**src/csl_pkg.sv**
```systemverilog
// Shared types, constants and keyword tables for the C subset lexer.
`timescale 1ns / 1ps
`default_nettype none

package csl_pkg;

    localparam int COORD_WIDTH     = 16;
    localparam int KEYWORD_MAX_LEN = 6;
    localparam int KW_IDX_W        = $clog2(KEYWORD_MAX_LEN);
    localparam int BYTE_W          = 8;
    localparam int KIND_W          = 5;
    localparam int NUM_W           = 31;
    localparam int LEN_W           = 8;
    localparam int PC_W            = 3;
    localparam int MAX_RESULTS     = 3;
    localparam int CNT_W           = 2;
    localparam int KW_COUNT        = 5;
    localparam int KW_TEXT_MAX     = 8;

    localparam logic [NUM_W-1:0] NUM_MAX = '1;
    localparam logic [LEN_W-1:0] LEN_MAX = '1;

    // Token kinds
    localparam logic [KIND_W-1:0] K_SEMI   = 5'd0;
    localparam logic [KIND_W-1:0] K_PLUS   = 5'd1;
    localparam logic [KIND_W-1:0] K_MINUS  = 5'd2;
    localparam logic [KIND_W-1:0] K_STAR   = 5'd3;
    localparam logic [KIND_W-1:0] K_SLASH  = 5'd4;
    localparam logic [KIND_W-1:0] K_LPAREN = 5'd5;
    localparam logic [KIND_W-1:0] K_RPAREN = 5'd6;
    localparam logic [KIND_W-1:0] K_AMP    = 5'd7;
    localparam logic [KIND_W-1:0] K_ASSIGN = 5'd8;
    localparam logic [KIND_W-1:0] K_EQEQ   = 5'd9;
    localparam logic [KIND_W-1:0] K_NE     = 5'd10;
    localparam logic [KIND_W-1:0] K_GT     = 5'd11;
    localparam logic [KIND_W-1:0] K_GE     = 5'd12;
    localparam logic [KIND_W-1:0] K_LT     = 5'd13;
    localparam logic [KIND_W-1:0] K_LE     = 5'd14;
    localparam logic [KIND_W-1:0] K_LBRACE = 5'd15;
    localparam logic [KIND_W-1:0] K_RBRACE = 5'd16;
    localparam logic [KIND_W-1:0] K_NUM    = 5'd17;
    localparam logic [KIND_W-1:0] K_IDENT  = 5'd18;
    localparam logic [KIND_W-1:0] K_RETURN = 5'd19;
    localparam logic [KIND_W-1:0] K_IF     = 5'd20;
    localparam logic [KIND_W-1:0] K_ELSE   = 5'd21;
    localparam logic [KIND_W-1:0] K_FOR    = 5'd22;
    localparam logic [KIND_W-1:0] K_WHILE  = 5'd23;
    localparam logic [KIND_W-1:0] K_END    = 5'd24;
    localparam logic [KIND_W-1:0] K_ERR    = 5'd25;

    // Pending token classes
    localparam logic [PC_W-1:0] PC_NONE = 3'd0;
    localparam logic [PC_W-1:0] PC_EQ   = 3'd1;
    localparam logic [PC_W-1:0] PC_BANG = 3'd2;
    localparam logic [PC_W-1:0] PC_LT   = 3'd3;
    localparam logic [PC_W-1:0] PC_GT   = 3'd4;
    localparam logic [PC_W-1:0] PC_NUM  = 3'd5;
    localparam logic [PC_W-1:0] PC_NAME = 3'd6;

    // Characters
    localparam logic [BYTE_W-1:0] CH_SPACE  = 8'h20;
    localparam logic [BYTE_W-1:0] CH_NL     = 8'h0A;
    localparam logic [BYTE_W-1:0] CH_SEMI   = 8'h3B;
    localparam logic [BYTE_W-1:0] CH_PLUS   = 8'h2B;
    localparam logic [BYTE_W-1:0] CH_MINUS  = 8'h2D;
    localparam logic [BYTE_W-1:0] CH_STAR   = 8'h2A;
    localparam logic [BYTE_W-1:0] CH_SLASH  = 8'h2F;
    localparam logic [BYTE_W-1:0] CH_LPAREN = 8'h28;
    localparam logic [BYTE_W-1:0] CH_RPAREN = 8'h29;
    localparam logic [BYTE_W-1:0] CH_AMP    = 8'h26;
    localparam logic [BYTE_W-1:0] CH_LBRACE = 8'h7B;
    localparam logic [BYTE_W-1:0] CH_RBRACE = 8'h7D;
    localparam logic [BYTE_W-1:0] CH_EQ     = 8'h3D;
    localparam logic [BYTE_W-1:0] CH_BANG   = 8'h21;
    localparam logic [BYTE_W-1:0] CH_LT     = 8'h3C;
    localparam logic [BYTE_W-1:0] CH_GT     = 8'h3E;
    localparam logic [BYTE_W-1:0] CH_0      = 8'h30;
    localparam logic [BYTE_W-1:0] CH_9      = 8'h39;
    localparam logic [BYTE_W-1:0] CH_UNDER  = 8'h5F;
    localparam logic [BYTE_W-1:0] CH_LC_A   = 8'h61;
    localparam logic [BYTE_W-1:0] CH_LC_Z   = 8'h7A;
    localparam logic [BYTE_W-1:0] CH_UC_A   = 8'h41;
    localparam logic [BYTE_W-1:0] CH_UC_Z   = 8'h5A;

    // Keyword table
    localparam logic [BYTE_W-1:0] KW_CHARS [KW_COUNT][KW_TEXT_MAX] = '{
        '{"r", "e", "t", "u", "r", "n", 8'h00, 8'h00},
        '{"i", "f", 8'h00, 8'h00, 8'h00, 8'h00, 8'h00, 8'h00},
        '{"e", "l", "s", "e", 8'h00, 8'h00, 8'h00, 8'h00},
        '{"f", "o", "r", 8'h00, 8'h00, 8'h00, 8'h00, 8'h00},
        '{"w", "h", "i", "l", "e", 8'h00, 8'h00, 8'h00}
    };
    localparam logic [LEN_W-1:0] KW_LEN [KW_COUNT] = '{8'd6, 8'd2, 8'd4, 8'd3, 8'd5};
    localparam logic [KIND_W-1:0] KW_KIND [KW_COUNT] = '{K_RETURN, K_IF, K_ELSE, K_FOR, K_WHILE};

    typedef logic [COORD_WIDTH-1:0] t_coord;
    typedef logic [KEYWORD_MAX_LEN-1:0][BYTE_W-1:0] t_prefix;

    typedef struct packed {
        logic [KIND_W-1:0] kind;
        logic [NUM_W-1:0]  value;
        t_coord            line;
        t_coord            column;
        logic [LEN_W-1:0]  length;
    } t_token;

    typedef struct packed {
        logic   valid;
        t_token tok;
    } t_tok_opt;

    typedef struct packed {
        t_token [MAX_RESULTS-1:0] tok;
        logic [CNT_W-1:0]         cnt;
    } t_bundle;

endpackage

`default_nettype wire

```
**src/csl_if.sv**
```systemverilog
// Valid/ready channel interfaces for source bytes and tokens.
`timescale 1ns / 1ps
`default_nettype none

interface csl_in_if;
    logic                       valid;
    logic                       ready;
    logic [csl_pkg::BYTE_W-1:0] source_byte;
    logic                       final_byte;

    modport source (output valid, output source_byte, output final_byte, input ready);
    modport sink (input valid, input source_byte, input final_byte, output ready);
endinterface

interface csl_out_if;
    logic                       valid;
    logic                       ready;
    logic [csl_pkg::KIND_W-1:0] kind;
    logic [csl_pkg::NUM_W-1:0]  number_value;
    csl_pkg::t_coord            token_line;
    csl_pkg::t_coord            token_column;
    logic [csl_pkg::LEN_W-1:0]  token_length;
    logic                       run_end;

    modport source (output valid, output kind, output number_value, output token_line,
                    output token_column, output token_length, output run_end, input ready);
    modport sink (input valid, input kind, input number_value, input token_line,
                  input token_column, input token_length, input run_end, output ready);
endinterface

`default_nettype wire

```
**src/csl_scan.sv**
```systemverilog
// Lexer state and per-byte token generation.
`timescale 1ns / 1ps
`default_nettype none

module csl_scan (
    input  wire logic                       i_clk,
    input  wire logic                       i_rst_n,
    input  wire logic                       i_accept,
    input  wire logic [csl_pkg::BYTE_W-1:0] i_source_byte,
    input  wire logic                       i_final_byte,
    output csl_pkg::t_bundle                o_bundle
);

    logic [csl_pkg::PC_W-1:0]  r_pc, n_pc;
    logic [csl_pkg::NUM_W-1:0] r_acc, n_acc;
    csl_pkg::t_prefix          r_pre, n_pre;
    logic [csl_pkg::LEN_W-1:0] r_len, n_len;
    csl_pkg::t_coord           r_line, n_line;
    csl_pkg::t_coord           r_col, n_col;
    csl_pkg::t_coord           r_scol, n_scol;

    logic                        w_digit, w_letter, w_used;
    logic [csl_pkg::NUM_W+3:0]   w_mul;
    csl_pkg::t_tok_opt           w_tok_a, w_tok_b, w_tok_c, w_tok_d;
    csl_pkg::t_bundle            w_bundle;

    function automatic logic [csl_pkg::KIND_W-1:0] f_name_kind(
        input csl_pkg::t_prefix          pre,
        input logic [csl_pkg::LEN_W-1:0] len
    );
        logic [csl_pkg::KIND_W-1:0] kind;
        logic                       hit;
        kind = csl_pkg::K_IDENT;
        for (int w = 0; w < csl_pkg::KW_COUNT; w++) begin
            hit = (len == csl_pkg::KW_LEN[w]);
            for (int i = 0; i < csl_pkg::KEYWORD_MAX_LEN; i++) begin
                if ((csl_pkg::LEN_W'(i) < csl_pkg::KW_LEN[w]) &&
                    (pre[i] != csl_pkg::KW_CHARS[w][i])) begin
                    hit = 1'b0;
                end
            end
            if (hit) begin
                kind = csl_pkg::KW_KIND[w];
            end
        end
        return kind;
    endfunction

    // Token for a pending item that the next byte does not continue.
    function automatic csl_pkg::t_tok_opt f_close(
        input logic [csl_pkg::PC_W-1:0]  pc,
        input logic [csl_pkg::NUM_W-1:0] acc,
        input csl_pkg::t_prefix          pre,
        input logic [csl_pkg::LEN_W-1:0] len,
        input csl_pkg::t_coord           scol,
        input csl_pkg::t_coord           line
    );
        csl_pkg::t_tok_opt t;
        t.valid      = 1'b1;
        t.tok.value  = '0;
        t.tok.line   = line;
        t.tok.column = scol;
        t.tok.length = csl_pkg::LEN_W'(1);
        unique case (pc)
            csl_pkg::PC_EQ:   t.tok.kind = csl_pkg::K_ASSIGN;
            csl_pkg::PC_BANG: t.tok.kind = csl_pkg::K_ERR;
            csl_pkg::PC_LT:   t.tok.kind = csl_pkg::K_LT;
            csl_pkg::PC_GT:   t.tok.kind = csl_pkg::K_GT;
            csl_pkg::PC_NUM: begin
                t.tok.kind   = csl_pkg::K_NUM;
                t.tok.value  = acc;
                t.tok.length = len;
            end
            csl_pkg::PC_NAME: begin
                t.tok.kind   = f_name_kind(pre, len);
                t.tok.length = len;
            end
            default: begin
                t.valid    = 1'b0;
                t.tok.kind = csl_pkg::K_ERR;
            end
        endcase
        return t;
    endfunction

    function automatic logic [csl_pkg::KIND_W-1:0] f_two_kind(
        input logic [csl_pkg::PC_W-1:0] pc
    );
        logic [csl_pkg::KIND_W-1:0] kind;
        unique case (pc)
            csl_pkg::PC_EQ:   kind = csl_pkg::K_EQEQ;
            csl_pkg::PC_BANG: kind = csl_pkg::K_NE;
            csl_pkg::PC_LT:   kind = csl_pkg::K_LE;
            default:          kind = csl_pkg::K_GE;
        endcase
        return kind;
    endfunction

    function automatic csl_pkg::t_tok_opt f_one(
        input logic [csl_pkg::KIND_W-1:0] kind,
        input csl_pkg::t_coord            line,
        input csl_pkg::t_coord            col
    );
        csl_pkg::t_tok_opt t;
        t.valid      = 1'b1;
        t.tok.kind   = kind;
        t.tok.value  = '0;
        t.tok.line   = line;
        t.tok.column = col;
        t.tok.length = csl_pkg::LEN_W'(1);
        return t;
    endfunction

    assign w_digit  = (i_source_byte >= csl_pkg::CH_0) && (i_source_byte <= csl_pkg::CH_9);
    assign w_letter = ((i_source_byte >= csl_pkg::CH_LC_A) && (i_source_byte <= csl_pkg::CH_LC_Z))
                   || ((i_source_byte >= csl_pkg::CH_UC_A) && (i_source_byte <= csl_pkg::CH_UC_Z));

    // acc * 10 + digit
    assign w_mul = {1'b0, r_acc, 3'b000} + {3'b000, r_acc, 1'b0}
                 + {(csl_pkg::NUM_W)'(0), i_source_byte[3:0]};

    always_comb begin
        n_pc    = r_pc;
        n_acc   = r_acc;
        n_pre   = r_pre;
        n_len   = r_len;
        n_line  = r_line;
        n_col   = r_col;
        n_scol  = r_scol;
        w_used  = 1'b0;
        w_tok_a = '0;
        w_tok_b = '0;
        w_tok_c = '0;
        w_tok_d = '0;

        // continue or close the pending item
        case (r_pc) inside
            csl_pkg::PC_EQ, csl_pkg::PC_BANG, csl_pkg::PC_LT, csl_pkg::PC_GT: begin
                if (i_source_byte == csl_pkg::CH_EQ) begin
                    w_tok_a            = f_one(f_two_kind(r_pc), r_line, r_scol);
                    w_tok_a.tok.length = csl_pkg::LEN_W'(2);
                    w_used             = 1'b1;
                end else begin
                    w_tok_a = f_close(r_pc, r_acc, r_pre, r_len, r_scol, r_line);
                end
                n_pc = csl_pkg::PC_NONE;
            end
            csl_pkg::PC_NUM: begin
                if (w_digit) begin
                    n_acc  = (w_mul > {4'b0000, csl_pkg::NUM_MAX}) ? csl_pkg::NUM_MAX
                                                                   : w_mul[csl_pkg::NUM_W-1:0];
                    n_len  = (r_len != csl_pkg::LEN_MAX) ? r_len + csl_pkg::LEN_W'(1) : r_len;
                    w_used = 1'b1;
                end else begin
                    w_tok_a = f_close(r_pc, r_acc, r_pre, r_len, r_scol, r_line);
                    n_pc    = csl_pkg::PC_NONE;
                end
            end
            csl_pkg::PC_NAME: begin
                if (w_digit || w_letter || (i_source_byte == csl_pkg::CH_UNDER)) begin
                    if (r_len < csl_pkg::LEN_W'(csl_pkg::KEYWORD_MAX_LEN)) begin
                        n_pre[r_len[csl_pkg::KW_IDX_W-1:0]] = i_source_byte;
                    end
                    n_len  = (r_len != csl_pkg::LEN_MAX) ? r_len + csl_pkg::LEN_W'(1) : r_len;
                    w_used = 1'b1;
                end else begin
                    w_tok_a = f_close(r_pc, r_acc, r_pre, r_len, r_scol, r_line);
                    n_pc    = csl_pkg::PC_NONE;
                end
            end
            default: n_pc = csl_pkg::PC_NONE;
        endcase

        // byte not consumed by a pending item starts something new
        if (!w_used) begin
            case (i_source_byte) inside
                csl_pkg::CH_SPACE, csl_pkg::CH_NL: begin
                end
                csl_pkg::CH_SEMI:   w_tok_b = f_one(csl_pkg::K_SEMI, r_line, r_col);
                csl_pkg::CH_PLUS:   w_tok_b = f_one(csl_pkg::K_PLUS, r_line, r_col);
                csl_pkg::CH_MINUS:  w_tok_b = f_one(csl_pkg::K_MINUS, r_line, r_col);
                csl_pkg::CH_STAR:   w_tok_b = f_one(csl_pkg::K_STAR, r_line, r_col);
                csl_pkg::CH_SLASH:  w_tok_b = f_one(csl_pkg::K_SLASH, r_line, r_col);
                csl_pkg::CH_LPAREN: w_tok_b = f_one(csl_pkg::K_LPAREN, r_line, r_col);
                csl_pkg::CH_RPAREN: w_tok_b = f_one(csl_pkg::K_RPAREN, r_line, r_col);
                csl_pkg::CH_AMP:    w_tok_b = f_one(csl_pkg::K_AMP, r_line, r_col);
                csl_pkg::CH_LBRACE: w_tok_b = f_one(csl_pkg::K_LBRACE, r_line, r_col);
                csl_pkg::CH_RBRACE: w_tok_b = f_one(csl_pkg::K_RBRACE, r_line, r_col);
                csl_pkg::CH_EQ: begin
                    n_pc   = csl_pkg::PC_EQ;
                    n_scol = r_col;
                end
                csl_pkg::CH_BANG: begin
                    n_pc   = csl_pkg::PC_BANG;
                    n_scol = r_col;
                end
                csl_pkg::CH_LT: begin
                    n_pc   = csl_pkg::PC_LT;
                    n_scol = r_col;
                end
                csl_pkg::CH_GT: begin
                    n_pc   = csl_pkg::PC_GT;
                    n_scol = r_col;
                end
                default: begin
                    if (w_digit) begin
                        n_pc   = csl_pkg::PC_NUM;
                        n_scol = r_col;
                        n_acc  = {(csl_pkg::NUM_W-4)'(0), i_source_byte[3:0]};
                        n_len  = csl_pkg::LEN_W'(1);
                    end else if (w_letter) begin
                        n_pc     = csl_pkg::PC_NAME;
                        n_scol   = r_col;
                        n_pre[0] = i_source_byte;
                        n_len    = csl_pkg::LEN_W'(1);
                    end else begin
                        w_tok_b = f_one(csl_pkg::K_ERR, r_line, r_col);
                    end
                end
            endcase
        end

        if (i_source_byte == csl_pkg::CH_NL) begin
            n_line = r_line + csl_pkg::COORD_WIDTH'(1);
            n_col  = '0;
        end else begin
            n_col = r_col + csl_pkg::COORD_WIDTH'(1);
        end

        // end of text: flush, end token, back to reset state
        if (i_final_byte) begin
            w_tok_c = f_close(n_pc, n_acc, n_pre, n_len, n_scol, n_line);
            w_tok_d = f_one(csl_pkg::K_END, n_line, n_col);
            w_tok_d.tok.length = '0;
            n_pc   = csl_pkg::PC_NONE;
            n_acc  = '0;
            n_len  = '0;
            n_line = '0;
            n_col  = '0;
            n_scol = '0;
        end
    end

    // pack the produced tokens in order
    always_comb begin
        w_bundle = '0;
        if (w_tok_a.valid) begin
            w_bundle.tok[w_bundle.cnt] = w_tok_a.tok;
            w_bundle.cnt               = w_bundle.cnt + csl_pkg::CNT_W'(1);
        end
        if (w_tok_b.valid) begin
            w_bundle.tok[w_bundle.cnt] = w_tok_b.tok;
            w_bundle.cnt               = w_bundle.cnt + csl_pkg::CNT_W'(1);
        end
        if (w_tok_c.valid) begin
            w_bundle.tok[w_bundle.cnt] = w_tok_c.tok;
            w_bundle.cnt               = w_bundle.cnt + csl_pkg::CNT_W'(1);
        end
        if (w_tok_d.valid) begin
            w_bundle.tok[w_bundle.cnt] = w_tok_d.tok;
            w_bundle.cnt               = w_bundle.cnt + csl_pkg::CNT_W'(1);
        end
    end

    assign o_bundle = w_bundle;

    always_ff @(posedge i_clk) begin
        if (!i_rst_n) begin
            r_pc   <= csl_pkg::PC_NONE;
            r_acc  <= '0;
            r_len  <= '0;
            r_line <= '0;
            r_col  <= '0;
            r_scol <= '0;
        end else if (i_accept) begin
            r_pc   <= n_pc;
            r_acc  <= n_acc;
            r_len  <= n_len;
            r_line <= n_line;
            r_col  <= n_col;
            r_scol <= n_scol;
        end
    end

    // name prefix: only entries written by the current name are ever read
    always_ff @(posedge i_clk) begin
        if (i_accept) begin
            r_pre <= n_pre;
        end
    end

endmodule

`default_nettype wire

```
**src/c_subset_lexer.sv**
```systemverilog
// Top level of the streaming C subset lexer.
//
// Channels: i_src takes one source byte per item, with final_byte set on the
// last byte of a text. o_tok gives one token per item: kind, number value,
// start line and column, length, and run_end on the last token a byte caused.
// A byte causes zero to three tokens; the final byte flushes any pending
// token and appends an end token, after which the lexer starts a new text.
//
// Latency: a byte's first token appears on o_tok the cycle after it is taken.
// Throughput: one byte per cycle while o_tok is not stalled and each byte
// yields at most one token. A byte yielding more holds the result buffer
// until its last token leaves, since o_tok moves one token per ready cycle;
// bytes yielding no token update the lexer state but never mark it valid.
//
// The result buffer separates the two sides: a new byte is taken in the
// same cycle that the last token of the previous byte leaves. When o_tok is
// stalled the buffered token holds and i_src.ready drops.
//
// Reset (synchronous, active low) empties the buffer and returns the line,
// column and pending token to their start values.
`timescale 1ns / 1ps
`default_nettype none

module c_subset_lexer (
    input wire logic   i_clk,
    input wire logic   i_rst_n,
    csl_in_if.sink     i_src,
    csl_out_if.source  o_tok
);

    csl_pkg::t_bundle                            w_bundle;
    logic                                        w_accept;
    logic                                        w_last;
    csl_pkg::t_token                             w_cur;

    csl_pkg::t_token [csl_pkg::MAX_RESULTS-1:0]  r_tok;
    logic [csl_pkg::CNT_W-1:0]                   r_cnt;
    logic [csl_pkg::CNT_W-1:0]                   r_idx;
    logic                                        r_bv;

    assign w_accept    = i_src.valid && i_src.ready;
    assign w_last      = (r_idx == (r_cnt - csl_pkg::CNT_W'(1)));
    // free when empty or when the last buffered token leaves this cycle
    assign i_src.ready = !r_bv || (o_tok.ready && w_last);

    csl_scan u_scan (
        .i_clk         (i_clk),
        .i_rst_n       (i_rst_n),
        .i_accept      (w_accept),
        .i_source_byte (i_src.source_byte),
        .i_final_byte  (i_src.final_byte),
        .o_bundle      (w_bundle)
    );

    always_ff @(posedge i_clk) begin
        if (!i_rst_n) begin
            r_bv  <= 1'b0;
            r_idx <= '0;
            r_cnt <= '0;
        end else begin
            if (r_bv && o_tok.ready) begin
                if (w_last) begin
                    r_bv <= 1'b0;
                end else begin
                    r_idx <= r_idx + csl_pkg::CNT_W'(1);
                end
            end
            if (w_accept && (w_bundle.cnt != '0)) begin
                r_bv  <= 1'b1;
                r_idx <= '0;
                r_cnt <= w_bundle.cnt;
            end
        end
    end

    always_ff @(posedge i_clk) begin
        if (w_accept) begin
            r_tok <= w_bundle.tok;
        end
    end

    assign w_cur = r_tok[r_idx];

    assign o_tok.valid        = r_bv;
    assign o_tok.kind         = w_cur.kind;
    assign o_tok.number_value = w_cur.value;
    assign o_tok.token_line   = w_cur.line;
    assign o_tok.token_column = w_cur.column;
    assign o_tok.token_length = w_cur.length;
    assign o_tok.run_end      = w_last;

endmodule

`default_nettype wire

```
**src/flat_wrapper.sv**
```systemverilog
// flat-port wrapper written by rule: the top's interface ports become plain ports
module c_subset_lexer_flat 
  (i_clk, i_rst_n, i_src_valid, i_src_source_byte, i_src_final_byte, i_src_ready, o_tok_valid, o_tok_kind, o_tok_number_value, o_tok_token_line, o_tok_token_column, o_tok_token_length, o_tok_run_end, o_tok_ready);
  csl_in_if i_src_i ();
  csl_out_if o_tok_i ();
  input wire logic i_clk;
  input wire logic i_rst_n;
  input wire logic [$bits(i_src_i.valid)-1:0] i_src_valid;
  input wire logic [$bits(i_src_i.source_byte)-1:0] i_src_source_byte;
  input wire logic [$bits(i_src_i.final_byte)-1:0] i_src_final_byte;
  output wire logic [$bits(i_src_i.ready)-1:0] i_src_ready;
  output wire logic [$bits(o_tok_i.valid)-1:0] o_tok_valid;
  output wire logic [$bits(o_tok_i.kind)-1:0] o_tok_kind;
  output wire logic [$bits(o_tok_i.number_value)-1:0] o_tok_number_value;
  output wire logic [$bits(o_tok_i.token_line)-1:0] o_tok_token_line;
  output wire logic [$bits(o_tok_i.token_column)-1:0] o_tok_token_column;
  output wire logic [$bits(o_tok_i.token_length)-1:0] o_tok_token_length;
  output wire logic [$bits(o_tok_i.run_end)-1:0] o_tok_run_end;
  input wire logic [$bits(o_tok_i.ready)-1:0] o_tok_ready;
  assign i_src_i.valid = i_src_valid;
  assign i_src_i.source_byte = i_src_source_byte;
  assign i_src_i.final_byte = i_src_final_byte;
  assign i_src_ready = i_src_i.ready;
  assign o_tok_valid = o_tok_i.valid;
  assign o_tok_kind = o_tok_i.kind;
  assign o_tok_number_value = o_tok_i.number_value;
  assign o_tok_token_line = o_tok_i.token_line;
  assign o_tok_token_column = o_tok_i.token_column;
  assign o_tok_token_length = o_tok_i.token_length;
  assign o_tok_run_end = o_tok_i.run_end;
  assign o_tok_i.ready = o_tok_ready;
  c_subset_lexer u_core (.i_clk(i_clk), .i_rst_n(i_rst_n), .i_src(i_src_i), .o_tok(o_tok_i));
endmodule
```
**config.mk**
```make
export PLATFORM = sky130hd
export DESIGN_NAME = c_subset_lexer_flat
export DESIGN_NICKNAME = d
export VERILOG_FILES = /design/src/csl_pkg.sv /design/src/csl_if.sv /design/src/csl_scan.sv /design/src/c_subset_lexer.sv /design/src/flat_wrapper.sv
export SDC_FILE = /design/constraint.sdc
export NUM_CORES = 1
export LEC_CHECK = 0
export ABC_CLOCK_PERIOD_IN_PS = 23100
export BUFFER_PORTS_ARGS = -buffer_cell sky130_fd_sc_hd__buf_2
export CAP_MARGIN = 30
export CORE_MARGIN = 8
export CORE_UTILIZATION = 35
export DETAILED_ROUTE_END_ITERATION = 7
export PLACE_DENSITY_LB_ADDON = 0.15
export SLEW_MARGIN = 20
export SYNTH_ARGS = -nofsm -noshare
export SYNTH_HDL_FRONTEND = slang
export SYNTH_SLANG_ARGS = --single-unit
export TNS_END_PERCENT = 30
```
**constraint.sdc**
```tcl
create_clock -name i_clk -period 23.1 [get_ports i_clk]
set_clock_uncertainty 0.05 [all_clocks]
set_input_delay 2.31 -clock i_clk [delete_from_list [all_inputs] [get_ports i_clk]]
set_output_delay 2.31 -clock i_clk [all_outputs]
set_load 0.03 [all_outputs]
```
# == After elaboration in Yosys (flattened, before gate mapping) ==
# Cells that the tools add are included.
# op_classes
addsub,10
order_cmp,17
n_eq_ne,81
n_mux,279
n_bitwise,2
n_reduce_logical,28
# op_table
operator,count
$mux 77,26
$mux 31,24
$mux 230,3
$bwmux 228,3
$demux 76 s2,3
$mux 16,23
$mux 8,46
$ne 8x7->1 const B,40
$mux 76,4
$mux 48,5
$bmux 76 s2,1
$eq 8x6->1 const B,13
$mux 1,99
$mux 78,1
$mux 3,24
$mux 5,12
$pmux 5 s5,2
$bwmux 48,1
$eq 8x3->1 const B,6
$add 34x32->35,1
$add 35x4->35,1
$gt 35x31->1 const B,1
$add 16x1->16 const B,2
$eq 8x2->1 const B,4
other kinds (30),72
# word_totals
regBits,371
output_inout_bits,79
word_cells,447

# == Depth between registers and ports, before layout ==
# depth
word_depth,56
depth_mapped,25
mapped_depth_nobuf,17

# == Hierarchy ==
# A second synthesis with hierarchy kept.
# unflattened
cells_unflattened,2370
area_unflattened_um2,22298.9
# modules_own_cells
mod,instances,cells_each,area_per_inst_um2,seq_area_each_um2
csl_scan,1,1852,13589.3,3243.1
c_subset_lexer,1,518,8709.6,6946.7

# == Least setup slack after synthesis ==
# OpenSTA, ideal clock, no wires.
# synth_timing
kind,input to register
start,input o_tok_ready
end,register u_core.u_scan.r_line[8]
arrival_time_ps,11872
setup_slack_ps,11063
cell_stages,9
n_path_buf,1
path_cell_list,nand2_1 nand2_1 nand2_1 inv_1 clkbuf_1 o21ai_0 nand2_1 o21ai_0 and2_1
# synth_between
elab_chain_cells,3
# synth_rtl
item,line,rtl
"start, declared",flat_wrapper.sv:19,input wire logic [$bits(o_tok_i.ready)-1:0] o_tok_ready;
$logic_and 1x1->1,c_subset_lexer.sv:44,assign i_src.ready = !r_bv || (o_tok.ready && w_last);
$logic_or 1x1->1,c_subset_lexer.sv:44,
named net i_src_ready,flat_wrapper.sv:11,output wire logic [$bits(i_src_i.ready)-1:0] i_src_ready;
$logic_and 1x1->1,c_subset_lexer.sv:41,assign w_accept = i_src.valid && i_src.ready;
named net u_core.u_scan.i_accept,csl_scan.sv:8,"input wire logic i_accept,"
"end signal, assigned",csl_scan.sv:279,r_line <= n_line;
"end, declared",csl_scan.sv:18,"csl_pkg::t_coord r_line, n_line;"
# The timed path passes the listed nets, and every way through them passes these cells.
# A chain may end at the register's enable or synchronous reset.

==> impl_metrics.yaml <==
run_status:
  status: "complete, no violations"
sta:
  slew_headroom_pct: 35.3
  finalWorstSetupSlack_ps: 14400
  fin_setup_tns_ps: 0
  fin_crit_sh_pct: 37.7
  hold_viol_final: 0
  fin_crit_ps: 8700
  worstMarginPinSlew_ps: 971
  slew_violations: 0
  hold_slack_ps: 475
  clock.fmax_mhz: 115
  setup_viol_count_final: 0
  rsz0062_at_grt: "false"
global_routing:
  grt_max_degree: 90
  grt_antenna_before_repair: 3
  grt_util_all_layers_pct: 18.8
  grt_pass1_wl_um: 110000
  overflow: 0
  grt_pass1_vias: 18300
worst_setup_path:
  critPathSlowestCell: "or4_4"
  crit_chain: "buf_2 > or4_4 > o22a_1 > o21ai_2 > a32oi_1 > nor2b_1 > or2_2 > clkinv_1 > ha_1 > and2_1 > nor2_1 > inv_1 > ha_1 > nand2_1 > buf_4 > and3_1 > o21bai_1 > nand2_1 > o21ai_0"
  crit_type: "input pin to flip-flop"
  cp-start-kind: "input pin"
  r2r-end: "u_core.r_tok[24]$_DFFE_PP_"
  r2r_slack_ps: 16970
  endpoint_kind: "flip-flop"
  ff2ff_path_depth: 16
  r2r_start: "u_core.u_scan.r_pc[0]$_SDFFE_PN0P_"
  path_max_fanout: 33
  critPathRequiredTime_ps: 23450
  max_stage_delay_ps: 620
  cp.arrival_ps: 9050
die:
  initial_utilization_pct: 35.1
  die_height_um: 269
  fp.dieArea_sq_mm: 0.0726
  pin_count: 92
  rows: 93
  die_width_um: 269
  core_area_sq_mm: 0.0640
power:
  p_sw_share_pct: 27.2
  p_int_mw: 1.23
  p_leak_nw: 9.08
  combinationalPowerShare_pct: 12.6
  ir_worst_vdd_mv: 0.0410
  switchingPower_mw: 0.461
  p_per_area_mw_per_mm2: 67.5
  p_seq_share_pct: 46.0
  power_frac_clock_pct: 41.4
  finalPower_mw: 1.69
clock_tree:
  cts-buffers-inserted: 44
  cts_max_level: 2
  clk_pin_slew_ps: 60
  post_cts_resized: 0
  clockRootBuffer: "clkbuf_16"
  cts_tree: "done"
  cts_setup_buffers: 0
  cts_sinks: 371
  insertion_delay_ps: 570
  cts_buffer_depth: 3
  cts_hold_buffers: 0
placement:
  preCtsSetupSlack_ps: 13820
  placed_cell_area_sq_mm: 0.0236
  gp_congestion: 0.895
  io_buffers: 91
  dpl.hpwl_um: 48600
min_path:
  min_from: "u_core.r_cnt[1]$_SDFFE_PN0P_"
  hold-path-endpoint: "u_core.r_cnt[1]$_SDFFE_PN0P_"
  hp-class: "flip-flop to flip-flop"
  hold_depth: 2
drt:
  drcViolationCount: 0
  firstDrtPassIters: 5
  drt_iter0_markers: 1442
  routedWlPerCell_um: 21.3
  route.vias.total: 18500
  drt-total-wl_um: 70900
  ant_nets: 0
  via_per_inst: 5.56
logic_synthesis:
  syn_nets: 2525
  synth_edf_count: 276
  dominantRegCellSynth: "edfxtp_1"
  synth_seq_area_share_pct: 45.3
  netlist_instances: 2437
  synth-async-reset-ratio_pct: 0
  ys_ff_latch: 371
  synth_area_sq_mm: 0.0225
  synth.distinct_cells: 98
  avgSynthCellArea_sq_um: 9.22
  ys_warn_count: 0
cells_and_area:
  stdcell_area_sq_mm: 0.0251
  area_growth_pct: 11.6
  n_antenna_cell: 0
  final_nets: 2520
  layout-drive-gt1-share_pct: 11.2
job:
  drv_cap: 0
==> cells in the final DEF, fill, tap and decap left out, types with 12 or more instances in the layout <==
master | Yosys | layout
dfxtp_1 | 95 | 93
nor2b_1 | 65 | 63
nor4_1 | 13 | 13
o21ai_0 | 251 | 251
a21o_1 | 43 | 43
a21oi_1 | 128 | 128
mux2_2 | 34 | 34
nand2_1 | 333 | 332
edfxtp_1 | 276 | 276
nor2_1 | 220 | 218
buf_4 | 3 | 30
nor3_1 | 37 | 36
nand4_1 | 25 | 25
and2_1 | 27 | 27
ha_1 | 73 | 73
clkbuf_16 | 0 | 46
or3_1 | 13 | 13
xor2_1 | 22 | 22
inv_1 | 35 | 34
o211ai_1 | 21 | 21
buf_2 | 17 | 92
a31oi_1 | 13 | 13
xnor2_1 | 36 | 36
o221ai_1 | 12 | 12
mux2i_1 | 111 | 111
nand3_1 | 90 | 90
nand2b_1 | 29 | 29
a22oi_1 | 26 | 26
a221oi_1 | 16 | 16
and3_1 | 23 | 22
==> state kept, by name, summed over array words and instances, names as in the netlist <==
signal and flops:
u_core.u_scan.r_scol 16, u_core.u_scan.r_pre 48, u_core.r_idx 2, u_core.u_scan.r_acc 31, u_core.u_scan.r_col 16, u_core.o_tok.valid 1
u_core.r_tok 228, u_core.r_cnt 2, u_core.u_scan.r_len 8, u_core.u_scan.r_pc 3, u_core.u_scan.r_line 16
==> stage by stage <==
step | std cells | utilization (%)
detailed placement | 3236 | 36.8
CTS | 3318 | 39.1
finish | 3323 | 39.2
global route | 3323 | 39.2
global placement | 3234 | 36.8
floorplan | 2437 | -
==> synth_stat cells (all sizes together) (15+ instances only) <==
cell type	instances	share of area (%)
and2	29	0.81
buf	35	0.80
mux2i	111	4.9
nor2b	65	1.8
nor2	222	3.8
nand2	333	5.6
xnor2	36	1.4
nand4	25	0.70
nor3	38	0.90
a21o	43	1.4
inv	35	0.58
edfxtp	276	37
a31oi	15	0.51
nand3	90	2.0
a21oi	128	2.9
nand2b	29	0.81
o211ai	21	0.70
xor2	22	0.86
a221oi	16	0.62
ha	73	4.1
o21ai	259	5.8
dfxtp	95	8.5
a22oi	26	0.87
clkbuf	142	2.4
and3	23	0.64
mux2	36	1.8
==> worst max-delay path, delay by kind of cell <==
family	cells	cell delay, ps
buf+inv	4	1380
simple gates	8	3380
fa+ha+maj	2	680
compound gates	5	1240
==> metal layers <==
layer  track usage (%)  vias to the layer above  share of wire (%)
met5                 0                        -                  0
met4              5.58                        0                2.6
met3              2.37                      111                4.3
met2              31.9                      455                 47
met1              24.9                     9040                 46
li1                  -                     8877                  -
==> cells by family after synthesis <==
kind of cell	synth area share, %
AOI/OAI and AO/OA	17.1
xor gates and xnor gates	2.26
adders and majority gates	4.24
buffers and inverters	3.79
DFF	45.3
muxes	6.78
and+or+nand+nor	20.4
==> power groups by stage <==
| stage | Combinational [mW] | Clock, mW | Sequential, mW |
|---|---|---|---|
| after global placement | 0.212 | 0 | 0.792 |
| after CTS | 0.214 | 0.716 | 0.779 |
| after detailed placement | 0.214 | 0 | 0.793 |
| final | 0.213 | 0.700 | 0.779 |
| after floorplan | 0.141 | 0 | 0.801 |
| after global routing | 0.230 | 0.743 | 0.783 |
==> layout make-up <==
| cell class | count | area (sq um) |
|---|---|---|
| clock buffer | 61 | 1250 |
| clock inverter | 21 | 199 |
| fill | 6417 | 38900 |
| inverter | 37 | 146 |
| multi-input combinational | 1852 | 11500 |
| sequential | 371 | 10200 |
| tap | 855 | 1070 |
| timing repair buffer | 126 | 744 |
==> worst max-delay path by stage <==
stage,from,end,slack (ps),cells past startpoint
4_1_cts,i_src_source_byte[3],u_core.r_tok[199]$_DFFE_PP_,14410,15
5_1_grt,i_src_source_byte[3],u_core.r_tok[203]$_DFFE_PP_,13930,15
3_5_place_dp,i_src_source_byte[3],u_core.r_tok[199]$_DFFE_PP_,13820,15
3_3_place_gp,i_src_source_byte[3],u_core.r_tok[198]$_DFFE_PP_,14070,15
6_report,i_src_source_byte[3],u_core.r_tok[24]$_DFFE_PP_,14400,19
2_1_floorplan,o_tok_ready,u_core.u_scan.r_line[8]$_SDFFE_PN0P_,11060,9
No activity file was read; power rests on OpenSTA's default activity.
